==> src/lra_pkg.sv <==
// Shared types and constants for the line request assembler.
// Used by lra_ctrl, lra_dp and line_request_assembler; no dependencies.
`default_nettype none

package lra_pkg;

    // line bookkeeping widths
    localparam int unsigned COUNT_W    = 9;
    localparam int unsigned WORD_IDX_W = 6;

    // line terminators
    localparam logic [7:0] BYTE_CR  = 8'h0D;
    localparam logic [7:0] BYTE_LF  = 8'h0A;
    localparam logic [7:0] BYTE_NUL = 8'h00;

    // keyword lines, first byte in the lowest bits
    localparam logic [39:0]        LINE_BEGIN = 40'h4E_49_47_45_42;
    localparam logic [23:0]        LINE_END   = 24'h44_4E_45;
    localparam logic [COUNT_W-1:0] BEGIN_LEN  = 9'd5;
    localparam logic [COUNT_W-1:0] END_LEN    = 9'd3;

    typedef logic [1:0] kind_t;

    // result kinds
    localparam kind_t KIND_FINAL   = 2'd0;
    localparam kind_t KIND_CONT    = 2'd1;
    localparam kind_t KIND_END     = 2'd2;
    localparam kind_t KIND_TOOLONG = 2'd3;

    // controller to datapath
    typedef struct packed {
        logic  accept;
        logic  store_byte;
        logic  clear_line;
        logic  set_mode;
        logic  set_done;
        logic  start_emit;
        kind_t emit_kind;
        logic  emit_blank;
        logic  issue_read;
        logic  load_out;
        logic  next_word;
    } cmd_t;

    // datapath to controller
    typedef struct packed {
        logic term;
        logic is_begin;
        logic is_end;
        logic full;
        logic mode;
        logic done;
        logic last_word;
    } status_t;

endpackage

`default_nettype wire

==> src/lra_ctrl.sv <==
// Controller state machine for the line request assembler.
// Depends on lra_pkg for the command and status structs and result kinds.
`default_nettype none

module lra_ctrl
    import lra_pkg::*;
(
    input  wire logic    clk,
    input  wire logic    rst_n,
    input  wire logic    in_valid,
    output logic         in_ready,
    output logic         out_valid,
    input  wire logic    out_ready,
    input  wire status_t status,
    output cmd_t         cmd
);

    localparam logic [1:0] S_RUN  = 2'd0;
    localparam logic [1:0] S_READ = 2'd1;
    localparam logic [1:0] S_LOAD = 2'd2;

    logic [1:0] state_reg;
    logic [1:0] state_next;
    logic       out_valid_reg;
    logic       out_valid_next;
    logic       out_free;

    assign out_free  = !out_valid_reg || out_ready;
    assign out_valid = out_valid_reg;

    // byte decisions and word emission sequencing
    always_comb
    begin
        cmd        = '0;
        state_next = state_reg;
        in_ready   = (state_reg == S_RUN);
        case (state_reg)
            S_RUN:
            begin
                if (in_valid)
                begin
                    cmd.accept = 1'b1;
                    if (!status.done)
                    begin
                        if (status.term)
                        begin
                            if (status.mode)
                            begin
                                cmd.start_emit = 1'b1;
                                if (status.is_end)
                                begin
                                    cmd.emit_kind  = KIND_END;
                                    cmd.emit_blank = 1'b1;
                                    cmd.set_done   = 1'b1;
                                end
                                else
                                begin
                                    cmd.emit_kind = KIND_CONT;
                                end
                            end
                            else if (status.is_begin)
                            begin
                                cmd.set_mode   = 1'b1;
                                cmd.clear_line = 1'b1;
                            end
                            else
                            begin
                                cmd.start_emit = 1'b1;
                                cmd.emit_kind  = KIND_FINAL;
                                cmd.set_done   = 1'b1;
                            end
                        end
                        else if (status.full)
                        begin
                            cmd.start_emit = 1'b1;
                            cmd.emit_kind  = KIND_TOOLONG;
                            cmd.emit_blank = 1'b1;
                            cmd.set_done   = 1'b1;
                        end
                        else
                        begin
                            cmd.store_byte = 1'b1;
                        end
                    end
                    if (cmd.start_emit)
                    begin
                        state_next = S_READ;
                    end
                end
            end
            S_READ:
            begin
                cmd.issue_read = 1'b1;
                state_next     = S_LOAD;
            end
            S_LOAD:
            begin
                if (out_free)
                begin
                    cmd.load_out = 1'b1;
                    if (status.last_word)
                    begin
                        cmd.clear_line = 1'b1;
                        state_next     = S_RUN;
                    end
                    else
                    begin
                        cmd.next_word = 1'b1;
                        state_next    = S_READ;
                    end
                end
            end
            default:
            begin
                state_next = S_RUN;
            end
        endcase
    end

    // output slot occupancy
    always_comb
    begin
        if (cmd.load_out)
        begin
            out_valid_next = 1'b1;
        end
        else if (out_ready)
        begin
            out_valid_next = 1'b0;
        end
        else
        begin
            out_valid_next = out_valid_reg;
        end
    end

    always_ff @(posedge clk or negedge rst_n)
    begin
        if (!rst_n)
        begin
            state_reg     <= S_RUN;
            out_valid_reg <= 1'b0;
        end
        else
        begin
            state_reg     <= state_next;
            out_valid_reg <= out_valid_next;
        end
    end

    // a word is only loaded into a free output slot
    assert property (@(posedge clk) disable iff (!rst_n)
        cmd.load_out |-> (!out_valid_reg || out_ready))
        else $error("word loaded over an untaken result");

    // emission only starts from an accepted transaction
    assert property (@(posedge clk) disable iff (!rst_n)
        cmd.start_emit |-> (in_valid && in_ready))
        else $error("emission started without an input transaction");

    // the last word of a run hands control back to byte intake
    assert property (@(posedge clk) disable iff (!rst_n)
        (cmd.load_out && status.last_word) |=> in_ready)
        else $error("input not reopened after last word");

endmodule

`default_nettype wire

==> src/lra_dp.sv <==
// Datapath for the line request assembler: word assembly, row memory,
// line bookkeeping and output registers. Depends on lra_pkg.
`default_nettype none

module lra_dp
    import lra_pkg::*;
#(
    parameter int unsigned MAX_LINE = 256
)
(
    input  wire logic        clk,
    input  wire logic        rst_n,
    input  wire logic [7:0]  data_byte,
    input  wire logic        new_connection,
    input  wire cmd_t        cmd,
    output status_t          status,
    output logic [1:0]       kind,
    output logic [63:0]      word_data,
    output logic [3:0]       bytes_in_word,
    output logic [8:0]       line_length,
    output logic             last_word
);

    localparam int unsigned ROWS  = (MAX_LINE + 7) / 8;
    localparam int unsigned ROW_W = (ROWS > 1) ? $clog2(ROWS) : 1;
    localparam logic [COUNT_W-1:0] MAX_CNT = COUNT_W'(MAX_LINE);

    // line state
    logic [COUNT_W-1:0]    count_reg;
    logic [COUNT_W-1:0]    count_next;
    logic [63:0]           acc_reg;
    logic [63:0]           acc_next;
    logic                  mode_reg;
    logic                  mode_next;
    logic                  done_reg;
    logic                  done_next;

    // emission state
    kind_t                 kind_reg;
    logic                  blank_reg;
    logic [WORD_IDX_W-1:0] word_idx_reg;
    logic [63:0]           rd_data_reg;

    // output registers
    kind_t                 out_kind_reg;
    logic [63:0]           out_data_reg;
    logic [3:0]            out_nbytes_reg;
    logic [COUNT_W-1:0]    out_len_reg;
    logic                  out_last_reg;

    // full 8-byte rows of the current line
    logic [63:0]           line_mem [ROWS];

    logic [COUNT_W-1:0]    eff_count;
    logic [63:0]           eff_acc;
    logic [2:0]            pos;
    logic [63:0]           acc_ins;
    logic [WORD_IDX_W-1:0] eff_row;
    logic                  row_wr;
    logic [WORD_IDX_W-1:0] full_rows;
    logic                  part_word;
    logic [WORD_IDX_W-1:0] words;
    logic                  from_mem;

    // a new connection wipes the line before this byte is looked at
    assign eff_count = new_connection ? '0 : count_reg;
    assign eff_acc   = new_connection ? '0 : acc_reg;

    // byte classification and keyword match
    assign status.term     = (data_byte == BYTE_CR) || (data_byte == BYTE_LF)
                             || (data_byte == BYTE_NUL);
    assign status.is_begin = (eff_count == BEGIN_LEN) && (eff_acc[39:0] == LINE_BEGIN);
    assign status.is_end   = (eff_count == END_LEN) && (eff_acc[23:0] == LINE_END);
    assign status.full     = (eff_count >= MAX_CNT);
    assign status.mode     = new_connection ? 1'b0 : mode_reg;
    assign status.done     = new_connection ? 1'b0 : done_reg;

    // byte insertion into the partial word
    assign pos     = eff_count[2:0];
    assign acc_ins = eff_acc | ({56'b0, data_byte} << {pos, 3'b000});
    assign eff_row = eff_count[COUNT_W-1:3];
    assign row_wr  = cmd.store_byte && (pos == 3'd7);

    // word count of the line being emitted
    assign full_rows = count_reg[COUNT_W-1:3];
    assign part_word = (count_reg[2:0] != 3'd0) || (count_reg == '0);
    assign words     = full_rows + {{(WORD_IDX_W-1){1'b0}}, part_word};
    assign from_mem  = (word_idx_reg < full_rows);
    assign status.last_word = blank_reg || (word_idx_reg == (words - 6'd1));

    // next line state
    always_comb
    begin
        count_next = count_reg;
        acc_next   = acc_reg;
        mode_next  = mode_reg;
        done_next  = done_reg;
        if (cmd.accept && new_connection)
        begin
            count_next = '0;
            acc_next   = '0;
            mode_next  = 1'b0;
            done_next  = 1'b0;
        end
        if (cmd.store_byte)
        begin
            count_next = eff_count + 9'd1;
            acc_next   = row_wr ? 64'd0 : acc_ins;
        end
        if (cmd.clear_line)
        begin
            count_next = '0;
            acc_next   = '0;
        end
        if (cmd.set_mode)
        begin
            mode_next = 1'b1;
        end
        if (cmd.set_done)
        begin
            done_next = 1'b1;
        end
    end

    always_ff @(posedge clk or negedge rst_n)
    begin
        if (!rst_n)
        begin
            count_reg    <= '0;
            acc_reg      <= '0;
            mode_reg     <= 1'b0;
            done_reg     <= 1'b0;
            word_idx_reg <= '0;
        end
        else
        begin
            count_reg <= count_next;
            acc_reg   <= acc_next;
            mode_reg  <= mode_next;
            done_reg  <= done_next;
            if (cmd.start_emit)
            begin
                word_idx_reg <= '0;
            end
            else if (cmd.next_word)
            begin
                word_idx_reg <= word_idx_reg + 6'd1;
            end
        end
    end

    // row memory, one write and one registered read port
    always_ff @(posedge clk)
    begin
        if (row_wr)
        begin
            line_mem[eff_row[ROW_W-1:0]] <= acc_ins;
        end
        if (cmd.issue_read)
        begin
            rd_data_reg <= line_mem[word_idx_reg[ROW_W-1:0]];
        end
    end

    // emission attributes and output payload
    always_ff @(posedge clk)
    begin
        if (cmd.start_emit)
        begin
            kind_reg  <= cmd.emit_kind;
            blank_reg <= cmd.emit_blank;
        end
        if (cmd.load_out)
        begin
            out_kind_reg <= kind_reg;
            out_last_reg <= status.last_word;
            if (blank_reg)
            begin
                out_data_reg   <= '0;
                out_nbytes_reg <= 4'd0;
                out_len_reg    <= '0;
            end
            else
            begin
                out_data_reg   <= from_mem ? rd_data_reg : acc_reg;
                out_nbytes_reg <= from_mem ? 4'd8 : {1'b0, count_reg[2:0]};
                out_len_reg    <= count_reg;
            end
        end
    end

    assign kind          = out_kind_reg;
    assign word_data     = out_data_reg;
    assign bytes_in_word = out_nbytes_reg;
    assign line_length   = out_len_reg;
    assign last_word     = out_last_reg;

    // line never grows beyond the buffer
    assert property (@(posedge clk) disable iff (!rst_n)
        count_reg <= MAX_CNT)
        else $error("line count beyond buffer size");

    // partial word holds zeros above the bytes taken
    assert property (@(posedge clk) disable iff (!rst_n)
        (acc_reg >> {count_reg[2:0], 3'b000}) == 64'd0)
        else $error("stale bytes in partial word");

    // reads never go past the partial word of the line
    assert property (@(posedge clk) disable iff (!rst_n)
        cmd.issue_read |-> (word_idx_reg <= full_rows))
        else $error("row read beyond the current line");

endmodule

`default_nettype wire

==> src/line_request_assembler.sv <==
// Line request assembler: takes one byte per transaction and emits packed
// line words. Depends on lra_pkg, lra_ctrl and lra_dp.
//
// Bytes are taken one per cycle while no line is being emitted. A CR, LF
// or NUL ends the line; a line of BEGIN enters multiline mode without any
// output, after which lines come out as continuations until a line of END,
// which gives a single end result. Outside multiline mode a line comes out
// as a final request. A line of n bytes comes out as max(1, ceil(n/8))
// words, first byte in the low bits, the last one marked; a byte other than
// a terminator arriving with MAX_LINE bytes already held gives a single
// too-long result. After a final, end or too-long result bytes are dropped
// until one arrives with new_connection set. While a line is emitted the
// input is stalled: each word passes through a registered read of the
// 8-byte row memory and then the load of the output register, which waits
// for a free output slot under back-pressure. The row memory needs no
// clearing after reset.
`default_nettype none

module line_request_assembler
    import lra_pkg::*;
#(
    parameter int unsigned MAX_LINE = 256
)
(
    input  wire logic        clk,
    input  wire logic        rst_n,
    input  wire logic        in_valid,
    output logic             in_ready,
    input  wire logic [7:0]  data_byte,
    input  wire logic        new_connection,
    output logic             out_valid,
    input  wire logic        out_ready,
    output logic [1:0]       kind,
    output logic [63:0]      word_data,
    output logic [3:0]       bytes_in_word,
    output logic [8:0]       line_length,
    output logic             last_word
);

    cmd_t    cmd;
    status_t status;

    // sequencing
    lra_ctrl u_ctrl
    (
        .clk       (clk),
        .rst_n     (rst_n),
        .in_valid  (in_valid),
        .in_ready  (in_ready),
        .out_valid (out_valid),
        .out_ready (out_ready),
        .status    (status),
        .cmd       (cmd)
    );

    // line buffer and output words
    lra_dp #(
        .MAX_LINE (MAX_LINE)
    ) u_dp
    (
        .clk            (clk),
        .rst_n          (rst_n),
        .data_byte      (data_byte),
        .new_connection (new_connection),
        .cmd            (cmd),
        .status         (status),
        .kind           (kind),
        .word_data      (word_data),
        .bytes_in_word  (bytes_in_word),
        .line_length    (line_length),
        .last_word      (last_word)
    );

endmodule

`default_nettype wire
==> config.mk <==
export PLATFORM = sky130hd
export DESIGN_NAME = line_request_assembler
export DESIGN_NICKNAME = d
export VERILOG_FILES = /design/src/lra_pkg.sv /design/src/lra_ctrl.sv /design/src/lra_dp.sv /design/src/line_request_assembler.sv
export SDC_FILE = /design/constraint.sdc
export NUM_CORES = 2
export LEC_CHECK = 0
export BUFFER_PORTS_ARGS = -buffer_cell sky130_fd_sc_hd__buf_2
export CELL_PAD_IN_SITES_DETAIL_PLACEMENT = 0
export CELL_PAD_IN_SITES_GLOBAL_PLACEMENT = 1
export CORE_ASPECT_RATIO = 1.2
export CORE_MARGIN = 2
export CORE_UTILIZATION = 56
export CTS_BUF_LIST = sky130_fd_sc_hd__clkbuf_16
export DETAILED_ROUTE_END_ITERATION = 10
export GPL_TIMING_DRIVEN = 0
export PLACE_DENSITY_LB_ADDON = 0.1
export REMOVE_ABC_BUFFERS = 1
export SKIP_CTS_REPAIR_TIMING = 1
export SLEW_MARGIN = 40
export SYNTH_ARGS = -nofsm -noshare
export SYNTH_HDL_FRONTEND = slang
export SYNTH_SLANG_ARGS = --single-unit
==> constraint.sdc <==
create_clock -name clk -period 5.95 [get_ports clk]
set_input_delay 0.595 -clock clk [delete_from_list [all_inputs] [get_ports clk]]
set_output_delay 0.595 -clock clk [all_outputs]
set_load 0.02 [all_outputs]
* Word-level counts from Yosys, hierarchy flattened *
Memories as Yosys holds them, arrays and structs flattened. A register that Yosys moved wholly into a read port is not among the register bits.
Index checks and enable logic that the tools add are counted.

cells by class
  $add $sub $neg = 4
  multiply operators = 0
  div/mod/pow operators = 0
  $lt $le $gt $ge = 2
  equality and inequality tests = 13
  shift operators = 1
  multiplexer cells = 52
  bitwise logic cells = 1
  reductions and logical operators = 22

operator list
  cell                    count
  $mux W64                6
  $or A64 B64 Y64         1
  $shl A8 B6 Y64          1
  $mux W9                 5
  $eq A40 B39 Y1 const B  1
  $eq A24 B23 Y1 const B  1
  $mux W8                 3
  $mux W2                 10
  $mux W1                 18
  $mux W6                 3
  $eq A8 B4 Y1 const B    2
  $mux W4                 3
  $mux W5                 2
  $add A9 B1 Y9 const B   1
  $eq A9 B2 Y1 const B    1
  $eq A9 B3 Y1 const B    1
  $ge A9 B9 Y1 const B    1
  $logic_not A9 Y1        1
  $logic_not A8 Y1        1
  $reduce_bool A2 Y1      4
  $add A6 B1 Y6           1
  $add A6 B1 Y6 const B   1
  $eq A6 B6 Y1            1
  $lt A6 B6 Y1            1
  16 further kinds        25

word-level totals
  register bits = 167
  bits in latches = 0
  bits in writable memories = 2,048
  bits in read-only memories = 0
  input bits = 13
  logic and storage cells = 111
  memories kept = 1

memory list
  memory         depth  bits a word  rd ports  clocked after Yosys merged registers in  write ports  line          RTL
  u_dp.line_mem  32     64           1         1                                        1            lra_dp.sv:52  logic [63:0] line_mem [ROWS];

* Depth between registers and ports, before layout *
  depth after elaboration = 15
  depth in mapped cells = 14

* Cells and area by module *
A second synthesis with hierarchy kept.

unflattened totals
  cells, all modules = 4,350
  area, all modules = 88,137.0 um^2

by module, submodules not included
  module    times used  cells an instance  area each (um^2)  seq. area each (um^2)
  lra_dp    1           4,316              87,861.8          67,940.2
  lra_ctrl  1           34                 275.3             75.1

* Least setup slack after synthesis *
Ideal clock, no wire load.

  kind = input port to flip-flop
  start point = in new_connection
  end point = mem u_dp.line_mem[22][0] (enable)
  setup time = 487 ps
  arrival = 4,920 ps
  setup slack = 543 ps
  stages on the path = 10
  buffers on the path = 2
  path through = clkbuf_1 > clkinv_1 > clkbuf_1 > nand2_1 > inv_1 > ha_1 > ha_1 > nor2b_1 > nand4_1 > nor2_1

on the way
  word-level cells in the longest chain between the ends = 12
  elaborated cells on any way between the ends = 14

ends and longest elaborated chain
  what                           line                          RTL
  from (decl)                    line_request_assembler.sv:30  input wire logic new_connection,
  $mux W9                        lra_dp.sv:66                  assign eff_count = new_connection ? '0 : count_reg;
  $ge A9 B9 Y1                   lra_dp.sv:74                  assign status.full = (eff_count >= MAX_CNT);
  $mux W1                        lra_ctrl.sv:73                else if (status.full)
  $mux W1                        lra_ctrl.sv:45                if (status.term)
  $mux W8                        lra_ctrl.sv:43                if (!status.done)
  $mux W8                        lra_ctrl.sv:40                if (in_valid)
  $mux W8                        lra_ctrl.sv:37                case (state_reg)
  $mux W9                        lra_ctrl.sv:40
  $mux W2                        lra_ctrl.sv:37
  $logic_and A1 B1 Y1            lra_dp.sv:82                  assign row_wr = cmd.store_byte && (pos == 3'd7);
  $mux W1                        lra_dp.sv:155                 if (row_wr)
  $mux W1 (not written as such)  lra_dp.sv:157                 line_mem[eff_row[ROW_W-1:0]] <= acc_ins;
  to (decl)                      lra_dp.sv:52

Parallel ways exist; a longest one is shown, timed or not. The select of a mux whose other input is x is not followed.

* Worst setup path in the final report *
  start point = reg u_dp.count_reg[0]
  end point = mem u_dp.line_mem[30][61] (enable)

on the way
  word-level cells in the longest chain between the ends = 12
  elaborated cells on any way between the ends = 13

ends and longest elaborated chain
  what                             line            RTL
  from (decl)                      lra_dp.sv:29    logic [COUNT_W-1:0] count_reg;
  from (signal assigned)           lra_dp.sv:137   count_reg <= count_next;
  $mux W9 *                        lra_dp.sv:66
  $ge A9 B9 Y1                     lra_dp.sv:74
  $mux W1                          lra_ctrl.sv:73
  $mux W1                          lra_ctrl.sv:45
  $mux W8                          lra_ctrl.sv:43
  $mux W8                          lra_ctrl.sv:40
  $mux W8                          lra_ctrl.sv:37
  $mux W9                          lra_ctrl.sv:40
  $mux W2                          lra_ctrl.sv:37
  $logic_and A1 B1 Y1 *            lra_dp.sv:82
  $mux W1 *                        lra_dp.sv:155
  $mux W1 (not written as such) *  lra_dp.sv:157

Mark *: on every way between the ends. The rest lies on a longest branch, timed or not. The select of a mux whose other input is x is not followed.

==> impl_metrics.py <==
metrics = {
    "status": {
        "status": "finished, final reports clean",
    },
    "critical_path": {
        "cp_top_family": "simple AND/OR/NAND/NOR gates",
        "r2r_slack_ns": 1.23,
        "cp_cell_sequence": "nand2b_1 > inv_1 > ha_1 > ha_1 > nor2b_1 > nand4_1 > buf_6 > nor2_4 > buf_16 > buf_8 > buf_8 > buf_8",
        "worstSetupEndpointType": "register",
        "r2r_cells": 12,
        "worst-path-buf-inv": 6,
        "critPathRequiredTime_ns": 6.49,
        "max_stage_delay_ns": 0.74,
        "slowest_stage": "dfrtp_1",
        "crit-reg2reg-capture": "u_dp.line_mem[30][61]",
        "cp.depth": 12,
        "crit_arrival_ns": 5.26,
        "r2r_start": "u_dp.count_reg[0]",
        "cp-start-kind": "register",
        "cpMostUsedCell": "buf_8",
        "critPathMaxFanout": 11,
        "path_class": "register to register",
    },
    "floorplan": {
        "fp.dieW_um": 364.3,
        "core_area_um2": 154600,
        "initial_core_util": 0.5641,
        "die_area_um2": 158900,
        "rows": 158,
        "io_pins": 95,
        "chipHeight_um": 436.3,
    },
    "cells_and_area": {
        "nets": 4124,
        "design_area_um2": 104200,
        "layout-drive-gt1-share": 0.3700,
        "area_growth_pct": 19.47,
        "fin_util": 0.6740,
        "largest_register_ffs": 2048,
    },
    "synthesis": {
        "synthCells": 3647,
        "synth_edf_count": 2194,
        "async_flop_share": 0.03687,
        "ys_ff_latch": 2278,
        "synth_top_area_frac": 0.7554,
        "synthTopCellsByArea": "edfxtp_1 76%, mux4_2 17%, dfrtp_1 2.4%",
        "ys_seq_area_frac": 0.7795,
        "ys.warnings.count": 0,
        "netlist_area_um2": 87210,
        "synth.distinct_cells": 54,
        "synth_flop_cell": "edfxtp_1",
        "yosysTopAreaCell": "edfxtp_1",
        "syn_area_per_cell_um2": 23.91,
    },
    "timing": {
        "fin_worst_hold_slack_ns": 0.09077,
        "final.setup.tns_ns": 0,
        "finalCritPeriodShare": 0.7929,
        "finalClockSkew_ns": 0.02362,
        "rsz0062_at_grt": "false",
        "layout_min_cycle_time_ns": 4.718,
        "tightestPinTransition_ns": 0.9018,
        "finalHoldViolCount": 0,
        "slew_headroom": 0.3906,
        "drv_slew": 0,
        "final-setup-viol-count": 0,
        "clock.fmax_mhz": 212.0,
    },
    "placed_design": {
        "io_buffer_count": 94,
        "place.gp.congestion": 0.7625,
        "dpl_cell_area_um2": 97120,
        "hpwl_um": 160400,
    },
    "worst_hold_path": {
        "min_from": "out_ready",
        "min_path_type": "primary input to register",
        "worstHoldPathCells": 3,
        "holdPathEnd": "u_ctrl.out_valid",
    },
    "clock_network": {
        "cts_made_buffers": 209,
        "clockBufferDepth": 3,
        "htree_levels": 4,
        "root_buffer": "clkbuf_16",
        "clock_sinks": 2278,
        "clkLatencyLatePin_ns": 0.86,
        "clkTransAtPathRegs_ns": 0.06,
        "cts_tree": "built",
    },
    "power_and_ir_drop": {
        "p_comb_frac": 0.021,
        "switching_power_w": 0.006479,
        "seq_power_share": 0.555,
        "ir_drop_v": 0.0002849,
        "power.density_nw_per_um2": 306.0,
        "clkPwrFrac": 0.425,
        "power.leakage_nw": 32.76,
        "swShare": 0.2032,
        "p_total_w": 0.03189,
        "p_int_w": 0.02541,
    },
    "detailed_routing": {
        "route.vias.total": 43460,
        "drtIter0Drc": 6999,
        "drt-total-wl_um": 241900,
        "drc_errors": 0,
        "drtPass1Iterations": 6,
        "vias_per_cell": 6.822,
        "drtAntennaViolNets": 0,
        "wl_per_cell_um": 37.98,
    },
    "grt": {
        "grt_max_degree": 50,
        "grt.total_usage": 0.3100,
        "grt_pass1_vias": 43810,
        "grt_first_pass_wirelength_um": 336700,
        "overflow": 0,
        "antenna_found_initial": 5,
    },
    "job": {
        "drv_cap": 0,
    },
}
-- how the worst max path moves through the flow --
| stage | start | to | slack (ns) |
|---|---|---|---|
| CTS | u_dp.count_reg[0] | u_dp.line_mem[31][61] | 1.10 |
| detailed placement | data_byte[2] | u_dp.line_mem[31][61] | 0.66 |
| finish | u_dp.count_reg[0] | u_dp.line_mem[30][61] | 1.23 |
| global placement | u_dp.word_idx_reg[0] | u_dp.word_data[33] | -31.06 |
| floorplan | u_dp.word_idx_reg[0] | u_dp.word_data[0] | -16.48 |
| global route | u_dp.count_reg[0] | u_dp.line_mem[30][61] | 1.24 |
-- routing by layer --
metal	routed length (um)	share of wire	GRT usage	up-vias
li1	-	-	-	16700
met5	0	0	0	-
met2	115400	0.48	0.4758	2698
met1	94410	0.39	0.4549	23580
met3	22900	0.095	0.05634	478
met4	9204	0.038	0.1105	0
-- stage by stage --
stage | std cells | setup WS (ns)
2_1_floorplan | 3440 | -16.48
3_3_place_gp | 5614 | -31.06
3_5_place_dp | 5961 | 0.6593
4_1_cts | 6358 | 1.099
5_1_grt | 6366 | 1.237
6_report | 6370 | 1.232
-- layout make-up --
class | instances | area [um2]
fill | 9432 | 50400
sequential | 2278 | 68000
clock buffer | 212 | 5305
antenna | 4 | 10.01
timing repair buffer | 449 | 7807
multi-input combinational | 1142 | 18760
clock inverter | 185 | 1622
inverter | 20 | 87.58
tap | 2080 | 2603
-- cells by family after synthesis --
kind of cell / after synthesis / share of synthesized area
adders and majority gates: 11 / 0.001578
xor gates and xnor gates: 12 / 0.001205
muxes: 707 / 0.1739
DFF: 2278 / 0.7795
buffers and inverters: 227 / 0.01106
and+or+nand+nor: 174 / 0.009985
AOI/OAI and AO/OA: 238 / 0.02275
-- power groups by stage --
stage | Clock [W] | Sequential, W | Combinational, W
6_report | 0.0136 | 0.0177 | 0.000655
5_1_grt | 0.0143 | 0.0177 | 0.000688
4_1_cts | 0.0137 | 0.0177 | 0.000637
3_5_place_dp | 0 | 0.0180 | 0.000634
3_3_place_gp | 0 | 0.0181 | 0.000611
2_1_floorplan | 0 | 0.0180 | 0.000369
-- layout by cell type, fill, tap and decap left out, types with 10 or more instances in the layout --
cell type	count
a22o_1	127
a22o_2	56
buf_12	59
buf_16	158
buf_2	102
buf_4	22
buf_8	103
bufinv_16	26
clkbuf_16	212
clkinv_1	48
clkinv_2	35
clkinvlp_4	15
dfrtp_1	79
edfxtp_1	2194
ha_1	11
inv_1	57
inv_6	15
mux2_2	65
mux4_2	640
nand2_1	26
nand3_1	10
nor2_1	33
nor2_4	38
o21ai_0	12
-- worst reg2reg max path, delay by kind of cell, from the launching register on --
family	cells	cell delay (ns)
adder cells (fa/ha/maj)	2	0.59
buffers and inverters	6	1.43
flip-flops	1	0.74
AND/OR/NAND/NOR	4	1.65
-- synth_stat cells (all sizes together) (2+ instances only) --
cell type     n
a211oi        3
a21o          4
a21oi         5
a22o        183
a31oi         6
and2          4
and3          3
buf          72
clkbuf      135
dfrtp        84
edfxtp     2194
ha           11
inv          19
mux2         65
mux2i         2
mux4        640
nand2        26
nand2b        9
nand3        10
nand3b        2
nand4         8
nor2         72
nor2b         8
nor3         10
nor3b         4
nor4          7
nor4b         2
nor4bb        6
o211ai        6
o21a          2
o21ai        15
o31ai         2
xnor2         5
xor2          7
No activity file was read; power rests on OpenSTA's default activity.
